===== src/hdl/assert_macros.svh =====
// Assertion macros shared by the URL percent decoder RTL.
// Included by the modules that carry concurrent assertions; needs clk_i and rst_ni in scope.
`ifndef ASSERT_MACROS_SVH
`define ASSERT_MACROS_SVH

`ifndef SYNTH

// Checked only while out of reset.
`define UPD_ASSERT(label, prop, msg) \
  label: assert property (@(posedge clk_i) disable iff (!rst_ni) (prop)) else $error(msg);

// Checked at every edge, reset included.
`define UPD_ASSERT_ALWAYS(label, prop, msg) \
  label: assert property (@(posedge clk_i) (prop)) else $error(msg);

`else

`define UPD_ASSERT(label, prop, msg)
`define UPD_ASSERT_ALWAYS(label, prop, msg)

`endif

`endif


===== src/hdl/upd_pkg.sv =====
// Types, character codes, phase codes and decode helpers for the URL percent decoder.
// No dependencies; used by every module and the testbench.
package upd_pkg;

  localparam logic [7:0] CharPlus  = 8'h2B;
  localparam logic [7:0] CharPct   = 8'h25;
  localparam logic [7:0] CharSpace = 8'h20;
  localparam logic [7:0] CharTab   = 8'h09;
  localparam logic [7:0] CharCr    = 8'h0D;
  localparam logic [7:0] Char0     = 8'h30;
  localparam logic [7:0] Char9     = 8'h39;
  localparam logic [7:0] CharLa    = 8'h61;
  localparam logic [7:0] CharLf    = 8'h66;
  localparam logic [7:0] CharUa    = 8'h41;
  localparam logic [7:0] CharUf    = 8'h46;

  // Escape phase codes
  localparam logic [1:0] PhIdle = 2'd0;
  localparam logic [1:0] PhPct  = 2'd1;
  localparam logic [1:0] PhHeld = 2'd2;

  typedef struct packed {
    logic [7:0] in_byte;
    logic       in_last;
  } upd_req_t;

  typedef struct packed {
    logic       hit;
    logic [3:0] val;
  } upd_hex_t;

  function automatic upd_hex_t hex_digit(input logic [7:0] c);
    upd_hex_t   h;
    logic [7:0] d;
    h.hit = 1'b0;
    h.val = 4'd0;
    d     = 8'd0;
    if (c >= Char0 && c <= Char9) begin
      d = c - Char0;
      h.hit = 1'b1;
    end else if (c >= CharLa && c <= CharLf) begin
      d = c - CharLa + 8'd10;
      h.hit = 1'b1;
    end else if (c >= CharUa && c <= CharUf) begin
      d = c - CharUa + 8'd10;
      h.hit = 1'b1;
    end
    h.val = d[3:0];
    return h;
  endfunction

  function automatic logic is_space(input logic [7:0] c);
    return (c == CharSpace) || (c >= CharTab && c <= CharCr);
  endfunction

  // Value of a two-byte escape, read as a base-16 number with one optional
  // leading blank or plus sign; zero means nothing to emit.
  function automatic logic [7:0] escape_value(input logic [7:0] c1, input logic [7:0] c2);
    upd_hex_t h1;
    upd_hex_t h2;
    logic [7:0] v;
    h1 = hex_digit(c1);
    h2 = hex_digit(c2);
    v  = 8'd0;
    if (h1.hit && h2.hit) begin
      v = {h1.val, h2.val};
    end else if (h1.hit) begin
      v = {4'd0, h1.val};
    end else if ((is_space(c1) || c1 == CharPlus) && h2.hit) begin
      v = {4'd0, h2.val};
    end
    return v;
  endfunction

endpackage


===== src/hdl/upd_channels.sv =====
// Valid/ready channel interfaces for the URL percent decoder request and result streams.
// Depends on nothing but plain logic types.
interface upd_in_if;
  logic       valid;
  logic       ready;
  logic [7:0] in_byte;
  logic       in_last;

  modport source (output valid, output in_byte, output in_last, input ready);
  modport sink   (input valid, input in_byte, input in_last, output ready);
endinterface

interface upd_out_if;
  logic       valid;
  logic       ready;
  logic [7:0] out_byte;
  logic       out_valid;
  logic       out_last;

  modport source (output valid, output out_byte, output out_valid, output out_last,
                  input ready);
  modport sink   (input valid, input out_byte, input out_valid, input out_last,
                  output ready);
endinterface


===== src/hdl/upd_in_stage.sv =====
// Input register of the URL percent decoder: captures one request per cycle while the core takes them.
// Depends on upd_pkg and upd_in_if.
module upd_in_stage (
  input  logic              clk_i,
  input  logic              rst_ni,
  upd_in_if.sink            in_i,
  output logic              req_valid_o,
  output upd_pkg::upd_req_t req_o,
  input  logic              req_ready_i
);

  logic              valid_q;
  logic              valid_d;
  upd_pkg::upd_req_t req_q;
  logic              in_fire;

  assign in_i.ready = !valid_q || req_ready_i;
  assign in_fire    = in_i.valid && in_i.ready;

  always_comb begin
    valid_d = valid_q;
    if (in_fire) begin
      valid_d = 1'b1;
    end else if (req_ready_i) begin
      valid_d = 1'b0;
    end
  end

  always_ff @(posedge clk_i or negedge rst_ni) begin
    if (!rst_ni) begin
      valid_q <= 1'b0;
    end else begin
      valid_q <= valid_d;
    end
  end

  always_ff @(posedge clk_i) begin
    if (in_fire) begin
      req_q.in_byte <= in_i.in_byte;
      req_q.in_last <= in_i.in_last;
    end
  end

  assign req_valid_o = valid_q;
  assign req_o       = req_q;

endmodule


===== src/hdl/upd_core.sv =====
// Escape phase tracking, byte decode and result register of the URL percent decoder.
// Depends on upd_pkg, upd_out_if and assert_macros.svh.
`include "assert_macros.svh"

module upd_core (
  input  logic              clk_i,
  input  logic              rst_ni,
  input  logic              req_valid_i,
  input  upd_pkg::upd_req_t req_i,
  output logic              req_ready_o,
  upd_out_if.source         out_o
);

  logic [1:0] phase_q;
  logic [1:0] phase_d;
  logic [7:0] held_q;
  logic       out_vld_q;
  logic       out_vld_d;
  logic [7:0] byte_q;
  logic [7:0] byte_d;
  logic       flag_q;
  logic       flag_d;
  logic       last_q;
  logic       fire;
  logic [7:0] esc;

  assign req_ready_o = !out_vld_q || out_o.ready;
  assign fire        = req_valid_i && req_ready_o;
  assign esc         = upd_pkg::escape_value(held_q, req_i.in_byte);

  always_comb begin
    phase_d = upd_pkg::PhIdle;
    byte_d  = 8'd0;
    flag_d  = 1'b0;
    case (phase_q)
      upd_pkg::PhPct: begin
        phase_d = upd_pkg::PhHeld;
      end
      upd_pkg::PhHeld: begin
        // emit only a nonzero escape value
        if (esc != 8'd0) begin
          byte_d = esc;
          flag_d = 1'b1;
        end
      end
      default: begin
        if (req_i.in_byte == upd_pkg::CharPlus) begin
          byte_d = upd_pkg::CharSpace;
          flag_d = 1'b1;
        end else if (req_i.in_byte == upd_pkg::CharPct) begin
          phase_d = upd_pkg::PhPct;
        end else begin
          byte_d = req_i.in_byte;
          flag_d = 1'b1;
        end
      end
    endcase
    // end of string drops any open escape
    if (req_i.in_last) begin
      phase_d = upd_pkg::PhIdle;
    end
  end

  always_comb begin
    out_vld_d = out_vld_q;
    if (fire) begin
      out_vld_d = 1'b1;
    end else if (out_o.ready) begin
      out_vld_d = 1'b0;
    end
  end

  always_ff @(posedge clk_i or negedge rst_ni) begin
    if (!rst_ni) begin
      phase_q   <= upd_pkg::PhIdle;
      out_vld_q <= 1'b0;
    end else begin
      out_vld_q <= out_vld_d;
      if (fire) begin
        phase_q <= phase_d;
      end
    end
  end

  always_ff @(posedge clk_i) begin
    if (fire && phase_q == upd_pkg::PhPct) begin
      held_q <= req_i.in_byte;
    end
    if (fire) begin
      byte_q <= byte_d;
      flag_q <= flag_d;
      last_q <= req_i.in_last;
    end
  end

  assign out_o.valid     = out_vld_q;
  assign out_o.out_byte  = byte_q;
  assign out_o.out_valid = flag_q;
  assign out_o.out_last  = last_q;

  `UPD_ASSERT(a_last_closes, fire && req_i.in_last |=> phase_q == upd_pkg::PhIdle, "escape open after last byte")
  `UPD_ASSERT(a_pct_to_held, fire && phase_q == upd_pkg::PhPct && !req_i.in_last |=> phase_q == upd_pkg::PhHeld, "first escape byte not held")
  `UPD_ASSERT(a_held_closes, fire && phase_q == upd_pkg::PhHeld |=> phase_q == upd_pkg::PhIdle, "escape not closed after second byte")
  `UPD_ASSERT(a_plain_emits, fire && phase_q == upd_pkg::PhIdle && req_i.in_byte != upd_pkg::CharPct |=> out_o.valid && out_o.out_valid, "plain byte not emitted")
  `UPD_ASSERT(a_empty_zero, out_o.valid && !out_o.out_valid |-> out_o.out_byte == 8'd0, "empty result carries a byte")

endmodule


===== src/hdl/url_percent_decoder.sv =====
// URL percent decoder: one encoded byte in and one result out per cycle; each request passes
// the input register and then the result register. The rate is set by these two registers,
// each of which refills in the cycle it drains; the escape phase register updates on every
// accepted request, so a stall on the result side is the only thing that slows intake.
// Every request yields exactly one result; out_valid says whether it carries a decoded byte.
// Depends on upd_pkg, the channel interfaces, upd_in_stage and upd_core.
module url_percent_decoder (
  input  logic      clk_i,
  input  logic      rst_ni,
  upd_in_if.sink    in_i,
  upd_out_if.source out_o
);

  logic              req_valid;
  logic              req_ready;
  upd_pkg::upd_req_t req;

  upd_in_stage u_in_stage (
    .clk_i       (clk_i),
    .rst_ni      (rst_ni),
    .in_i        (in_i),
    .req_valid_o (req_valid),
    .req_o       (req),
    .req_ready_i (req_ready)
  );

  upd_core u_core (
    .clk_i       (clk_i),
    .rst_ni      (rst_ni),
    .req_valid_i (req_valid),
    .req_i       (req),
    .req_ready_o (req_ready),
    .out_o       (out_o)
  );

endmodule


===== src/flat_wrapper.sv =====
// flat-port wrapper written by rule: the top's interface ports become plain ports
module url_percent_decoder_flat 
  (clk_i, rst_ni, in_i_valid, in_i_in_byte, in_i_in_last, in_i_ready, out_o_valid, out_o_out_byte, out_o_out_valid, out_o_out_last, out_o_ready);
  upd_in_if in_i_i ();
  upd_out_if out_o_i ();
  input  logic clk_i;
  input  logic rst_ni;
  input wire logic [$bits(in_i_i.valid)-1:0] in_i_valid;
  input wire logic [$bits(in_i_i.in_byte)-1:0] in_i_in_byte;
  input wire logic [$bits(in_i_i.in_last)-1:0] in_i_in_last;
  output wire logic [$bits(in_i_i.ready)-1:0] in_i_ready;
  output wire logic [$bits(out_o_i.valid)-1:0] out_o_valid;
  output wire logic [$bits(out_o_i.out_byte)-1:0] out_o_out_byte;
  output wire logic [$bits(out_o_i.out_valid)-1:0] out_o_out_valid;
  output wire logic [$bits(out_o_i.out_last)-1:0] out_o_out_last;
  input wire logic [$bits(out_o_i.ready)-1:0] out_o_ready;
  assign in_i_i.valid = in_i_valid;
  assign in_i_i.in_byte = in_i_in_byte;
  assign in_i_i.in_last = in_i_in_last;
  assign in_i_ready = in_i_i.ready;
  assign out_o_valid = out_o_i.valid;
  assign out_o_out_byte = out_o_i.out_byte;
  assign out_o_out_valid = out_o_i.out_valid;
  assign out_o_out_last = out_o_i.out_last;
  assign out_o_i.ready = out_o_ready;
  url_percent_decoder u_core (.clk_i(clk_i), .rst_ni(rst_ni), .in_i(in_i_i), .out_o(out_o_i));
endmodule

===== config.mk =====
export PLATFORM = sky130hd
export DESIGN_NAME = url_percent_decoder_flat
export DESIGN_NICKNAME = d
export VERILOG_FILES = /design/src/hdl/upd_pkg.sv /design/src/hdl/upd_channels.sv /design/src/hdl/upd_in_stage.sv /design/src/hdl/upd_core.sv /design/src/hdl/url_percent_decoder.sv /design/src/flat_wrapper.sv
export VERILOG_INCLUDE_DIRS = /design/src /design/src/hdl
export SDC_FILE = /design/constraint.sdc
export NUM_CORES = 1
export LEC_CHECK = 0
export BUFFER_PORTS_ARGS = -buffer_cell sky130_fd_sc_hd__clkbuf_2
export CORE_MARGIN = 5
export CORE_UTILIZATION = 30
export DETAILED_ROUTE_END_ITERATION = 10
export GPL_TIMING_DRIVEN = 1
export PLACE_DENSITY_LB_ADDON = 0.3
export RECOVER_POWER = 50
export SLEW_MARGIN = 20
export SYNTH_ARGS = -nofsm -noshare
export SYNTH_HDL_FRONTEND = slang
export SYNTH_HIERARCHICAL = 1
export SYNTH_SLANG_ARGS = --single-unit
export TNS_END_PERCENT = 20

===== constraint.sdc =====
create_clock -name clk_i -period 2.9 [get_ports clk_i]
set_input_delay 0.435 -clock clk_i [delete_from_list [all_inputs] [get_ports clk_i]]
set_output_delay 0.435 -clock clk_i [all_outputs]
set_load 0.005 [all_outputs]

==> flow_metrics.env, run 1 <==
export IMPL_syn_mean_instance_area_um2=11.2
export IMPL_fillers=589
export IMPL_required_ns=3.02
export IMPL_rsz0062_at_grt="false"
export IMPL_cts_reportedPaths_clkPinSlew_ns=0.06
export IMPL_drt_iter0_markers=87
export IMPL_max_vdd_ir_drop_uv=276
export IMPL_die_h_um=87.6
export IMPL_fin_setup_tns_ns=0
export IMPL_hp_class="in2reg"
export IMPL_hold_start="in_i_in_last"
export IMPL_yosysTopAreaCellShare_pct=44.9
export IMPL_grt_pass1_vias=1252
export IMPL_rows=28
export IMPL_fin_nets=214
export IMPL_grt_met3_usage_pct=3.76
export IMPL_crit_reg2reg_launch="u_core/u_in_stage/req_o[2]"
export IMPL_wl_per_cell_um=13.9
export IMPL_place_hpwl_mm=2.82
export IMPL_r2r_end="u_core/u_core/out_o.out_valid"
export IMPL_worstSetupEndpointType="register"
export IMPL_port_buffers=24
export IMPL_clock_fmax_mhz=371
export IMPL_cts_tree="done"
export IMPL_drive_gt1_share_pct=22.0
export IMPL_yosys_register_bits=31
export IMPL_synth_main_ff_cell="edfxtp_1"
export IMPL_dieArea_um2=7670
export IMPL_dp_cells=257
export IMPL_grtUsageMet1_pct=13.6
export IMPL_seqCellArea_um2=911
export IMPL_finalWorstPathRequiredPeriod_ns=2.69
export IMPL_area_growth_pct=15.5
export IMPL_synth_edf_count=27
export IMPL_yosysTopAreaCell="edfxtp_1"
export IMPL_setup_viol=0
export IMPL_antennaDiodeCount=0
export IMPL_start_util_pct=30.7
export IMPL_drv_cap=0
export IMPL_routed_via_count=1317
export IMPL_p_sw_share_pct=22.2
export IMPL_mappedNetlistArea_um2=1810
export IMPL_place_congestion=0.860
export IMPL_slew_headroom_pct=63.2
export IMPL_hold_end="u_core/u_in_stage/req_o[0]"
export IMPL_htree_levels=2
export IMPL_ctsResizeCount=0
export IMPL_syn_num_nets=185
export IMPL_die_x_um=87.6
export IMPL_synthCells=161
export IMPL_overflow=0
export IMPL_antenna_found_initial=0
export IMPL_clock_path_buffers=2
export IMPL_holdPathStages=1
export IMPL_reg2reg_depth=8
export IMPL_busiest_layer="met2"
export IMPL_grt_use_total_pct=10.2
export IMPL_synth_area_top_cells="edfxtp_1 (45%), ha_1 (7.6%), dfrtp_1 (5.5%), nand2_1 (3.1%), inv_1 (2.5%)"
export IMPL_finalMaxSlewViolations=0
export IMPL_worst_pin_slew_ns=0.548
export IMPL_firstDrtPassIters=4
export IMPL_fp_coreArea_um2=5890
export IMPL_multi_input_area_um2=811
export IMPL_ant_nets=0
export IMPL_p_comb_share_pct=8.6
export IMPL_yosysSeqAreaShare_pct=50.4
export IMPL_wirelength_mm=3.70
export IMPL_pwr_share_seq_pct=55.8
export IMPL_grt_pass1_wl_mm=5.99
export IMPL_intPower_mw=0.739
export IMPL_p_leak_nw=0.801
export IMPL_outcome="complete, no violations"
export IMPL_cp_max_fo=7
export IMPL_hold_viol=0
export IMPL_finClkSkew_ns=0.00552
export IMPL_drcViolationCount=0
export IMPL_synth_async_reset_ratio_pct=12.9
export IMPL_crit_arrival_ns=2.81
export IMPL_synth_cell_type_count=53
export IMPL_grt_max_degree=13
export IMPL_clockPowerShare_pct=35.6
export IMPL_worstSkewPairLatency_ns=0.28
export IMPL_timing_final_crit_share_pct=92.8
export IMPL_critPathKind="reg2reg"
export IMPL_cts_root_buffer="clkbuf_8"
export IMPL_final_common_cell="edfxtp_1"
export IMPL_instances_no_fill=266
export IMPL_p_sw_mw=0.211
export IMPL_cts_inserted_buffers=5
export IMPL_cts_sinks=31
export IMPL_rrSetupSlack_ns=0.21
export IMPL_powerDensity_nw_per_um2=455
export IMPL_grtUsageMet2_pct=15.7
export IMPL_cp_start_kind="register"
export IMPL_vias_per_cell=4.95
export IMPL_mostFrequentLayoutCells="edfxtp_1 (27), clkbuf_2 (22), nand2_1 (15)"
export IMPL_yosysWarnings=6
export IMPL_pin_count=25
## routing by layer
metal	up-vias	wire length (um)
met3	3	237
met1	608	1720
met4	0	27
li1	669	-
met2	37	1720
met5	-	0
## synth_stat cells (all sizes together), types with 2 or more instances
library cell   n
and4bb         2
nand2         15
o22ai          3
o21ai          8
o211ai         2
or3b           2
xnor2          2
nor2          11
nand2b         6
and3           2
nor2b          2
buf            2
a21oi          6
clkbuf         2
ha            11
o41ai          2
nor4b          3
nand3          4
a32oi          2
nor3           3
dfrtp          4
edfxtp        27
a22o           4
o31ai          2
inv           12
## cell families after synthesis
family                   Yosys count  share of synthesized area [%]
multiplexers                       1                          0.554
buffers and inverters             16                           4.16
flip-flops                        31                           50.4
adder cells (fa/ha/maj)           11                           7.62
AO/OA/AOI/OAI                     41                           16.3
AND/OR/NAND/NOR                   59                           19.9
XOR/XNOR                           2                          0.970
## repair_timing
item	in CTS	in global routing
hold buffers	1	0
endpoints found under the hold margin	4	0
buffers inserted	0	0
## power groups by stage
stage | logic (mW) | registers (mW) | clock network [mW]
global placement | 0.0828 | 0.541 | 0
finish | 0.0813 | 0.531 | 0.338
detailed placement | 0.0832 | 0.540 | 0
global route | 0.0893 | 0.533 | 0.379
CTS | 0.0847 | 0.531 | 0.354
floorplan | 0.0542 | 0.534 | 0
## layout make-up
type	instances	share of cell area (%)
Inverter	12	2.16
Clock inverter	1	0.240
Timing Repair Buffer	26	6.47
Tap cell	75	4.50
Multi-Input combinational cell	114	38.8
Sequential cell	31	43.6
Clock buffer	7	4.14
## state kept, by name, indices dropped and copies added (netlist names)
name,flops
u_core/u_core/out_o.out_last,1
u_core/u_in_stage/req_valid_o,1
u_core/u_core/out_o.out_byte,8
u_core/u_in_stage/req_o,9
u_core/u_core/phase_q,2
u_core/u_core/out_o.valid,1
u_core/u_core/out_o.out_valid,1
u_core/u_core/held_q,8
## metrics by stage
step	setup slack [ns]	total power [mW]	instance area (um2)	util, %	hold slack [ns]
floorplan	0.499	0.588	1810	-	0.139
global placement	0.245	0.624	2000	33.9	0.249
detailed placement	0.246	0.623	2000	33.9	0.249
CTS	0.216	0.969	2100	35.7	0.315
global route	0.0859	1.00	2090	35.5	0.305
finish	0.207	0.951	2090	35.5	0.326
## worst max-delay path by stage
stage,start,to
6_report,u_core/u_in_stage/req_o[2],u_core/u_core/out_o.out_valid
5_1_grt,u_core/u_in_stage/req_o[2],u_core/u_core/out_o.out_valid
4_1_cts,u_core/u_in_stage/req_o[2],u_core/u_core/out_o.out_valid
3_5_place_dp,u_core/u_in_stage/req_o[2],u_core/u_core/out_o.out_valid
3_3_place_gp,u_core/u_in_stage/req_o[2],u_core/u_core/out_o.out_valid
2_1_floorplan,u_core/u_in_stage/req_o[1],u_core/u_core/out_o.out_valid
## worst max-delay path, cell delays in order, from the launching register on
cell	delay [ns]
edfxtp_1	0.47
inv_1	0.20
ha_1	0.22
or3b_2	0.14
a21oi_1	0.07
or3_1	0.51
and3_4	0.23
or4_1	0.48
a32oi_1	0.21
No activity file was read; power rests on OpenSTA's default activity.
==> run 2: changes to the inputs <==
==> constraint.sdc (replaced) <==
create_clock -name clk_i -period 2.7 [get_ports clk_i]
set_input_delay 0.405 -clock clk_i [delete_from_list [all_inputs] [get_ports clk_i]]
set_output_delay 0.405 -clock clk_i [all_outputs]
set_load 0.005 [all_outputs]
==> flow_metrics.env, run 2 (same netlist as run 1, synthesis figures left out) <==
export IMPL_drcViolationCount=0
export IMPL_required_ns=2.82
export IMPL_finClkSkew_ns=0.00312
export IMPL_pin_count=25
export IMPL_cp_start_kind="register"
export IMPL_cts_inserted_buffers=5
export IMPL_worstSetupEndpointType="register"
export IMPL_final_cell_area_um2=2180
export IMPL_mostFrequentLayoutCells="edfxtp_1 (27), clkbuf_2 (16), nand2_1 (15)"
export IMPL_grt_pass1_vias=1320
export IMPL_grt_use_total_pct=10.8
export IMPL_max_vdd_ir_drop_uv=328
export IMPL_outcome="complete, no violations"
export IMPL_critPathKind="reg2reg"
export IMPL_ant_nets=0
export IMPL_cpPeakStageDelay_ns=0.48
export IMPL_port_buffers=24
export IMPL_antenna_found_initial=0
export IMPL_cp_slowest_cell="or3b_2"
export IMPL_holdWs_ns=0.296
export IMPL_worst_pin_slew_ns=0.540
export IMPL_routed_via_count=1354
export IMPL_firstDrtPassIters=4
export IMPL_p_leak_nw=0.834
export IMPL_die_x_um=87.6
export IMPL_cts_tree="done"
export IMPL_fin_nets=223
export IMPL_vias_per_cell=4.92
export IMPL_htree_levels=2
export IMPL_largest_reg_flops=9
export IMPL_crit_arrival_ns=2.65
export IMPL_place_hpwl_mm=2.95
export IMPL_fin_setup_tns_ns=0
export IMPL_worstSkewPairLatency_ns=0.28
export IMPL_clock_path_buffers=2
export IMPL_wirelength_mm=3.87
export IMPL_final_common_cell="edfxtp_1"
export IMPL_finalMaxSlewViolations=0
export IMPL_area_growth_pct=20.6
export IMPL_finalWorstPathRequiredPeriod_ns=2.53
export IMPL_cts_sinks=31
export IMPL_slew_headroom_pct=64.0
export IMPL_cts_root_buffer="clkbuf_8"
export IMPL_hold_viol=0
export IMPL_powerDensity_nw_per_um2=518
export IMPL_dieArea_um2=7670
export IMPL_grt_pass1_wl_mm=6.36
export IMPL_setup_viol=0
export IMPL_placed_cell_area_um2=2040
export IMPL_clock_fmax_mhz=396
export IMPL_grt_max_degree=13
export IMPL_crit_chain="inv_1 > ha_1 > or3b_2 > a21oi_2 > or3_4 > nor4_1 > or4_1 > a32oi_1"
export IMPL_cts_reportedPaths_clkPinSlew_ns=0.06
export IMPL_place_congestion=0.872
export IMPL_start_util_pct=30.7
export IMPL_rows=28
export IMPL_wl_per_cell_um=14.1
export IMPL_fp_coreArea_um2=5890
export IMPL_hp_class="in2reg"
export IMPL_rsz0062_at_grt="false"
export IMPL_final_util_pct=37.0
export IMPL_drv_cap=0
export IMPL_die_h_um=87.6
export IMPL_drive_gt1_share_pct=24.0
export IMPL_antennaDiodeCount=0
export IMPL_timing_final_crit_share_pct=93.5
export IMPL_overflow=0
export IMPL_cp_max_fo=7
export IMPL_drt_iter0_markers=99
[run 2: final cells by class]
class | count | area (um2)
Sequential cell | 31 | 911
Clock buffer | 6 | 82.6
Multi-Input combinational cell | 114 | 825
Tap cell | 75 | 93.8
Inverter | 12 | 45.0
Timing Repair Buffer | 35 | 188
Clock inverter | 2 | 35.0
Fill cell | 594 | 3710
[run 2: critical path, delay by kind of cell, from the launching register on]
kind | cells | cell delay, ns
adders and majority gates | 1 | 0.20
buffers and inverters | 1 | 0.17
and+or+nand+nor | 4 | 1.14
DFF | 1 | 0.44
AOI/OAI and AO/OA | 2 | 0.41
[run 2: per-stage QoR]
stage | total power [mW] | cells | setup slack [ns]
after detailed placement | 0.672 | 263 | 0.102
after CTS | 1.14 | 272 | 0.0411
after global routing | 1.18 | 275 | 0.0266
final | 1.13 | 275 | 0.175
after global placement | 0.673 | 263 | 0.200
after floorplan | 0.631 | 161 | 0.299
[run 2: final timing paths]
| path | start | endpoint | slack [ns] | depth (start not counted) |
|---|---|---|---|---|
| worst max-delay path | u_core/u_in_stage/req_o[2] | u_core/u_core/out_o.out_valid | 0.17 | 8 |
| worst min-delay path | in_i_in_byte[5] | u_core/u_in_stage/req_o[6] | 0.30 | 1 |
| worst max register to register | u_core/u_in_stage/req_o[2] | u_core/u_core/out_o.out_valid | 0.17 | 8 |
| worst min register to register | u_core/u_in_stage/req_o[0] | u_core/u_core/out_o.out_last | 0.52 | 0 |
| max in group asynchronous | rst_ni | u_core/u_core/phase_q[0] | 2.04 | 2 |
| min in group asynchronous | rst_ni | u_core/u_in_stage/req_valid_o | 0.48 | 2 |
[run 2: timing repair]
action                                 4_1_cts  5_1_grt
gates resized for setup                      0        4
endpoints found under the hold margin        4        0
buffers inserted                             0        3
hold buffers                                 1        0
setup endpoints to repair                    0        1
[run 2: where the power goes]
group | leakage (nW) | internal [mW] | total, mW | switching, mW
sequential | 0.301 | 0.549 | 0.565 | 0.0159
clock | 0.0612 | 0.298 | 0.467 | 0.169
combinational | 0.472 | 0.0435 | 0.0972 | 0.0537
[run 2: metal layers]
| metal | share of wire, % | track usage, % | vias to the layer above |
|---|---|---|---|
| li1 | - | - | 685 |
| met1 | 46 | 14.2 | 627 |
| met2 | 47 | 17.2 | 38 |
| met3 | 5.7 | 3.01 | 4 |
| met4 | 0.98 | 3.49 | 0 |
| met5 | 0 | 0 | - |
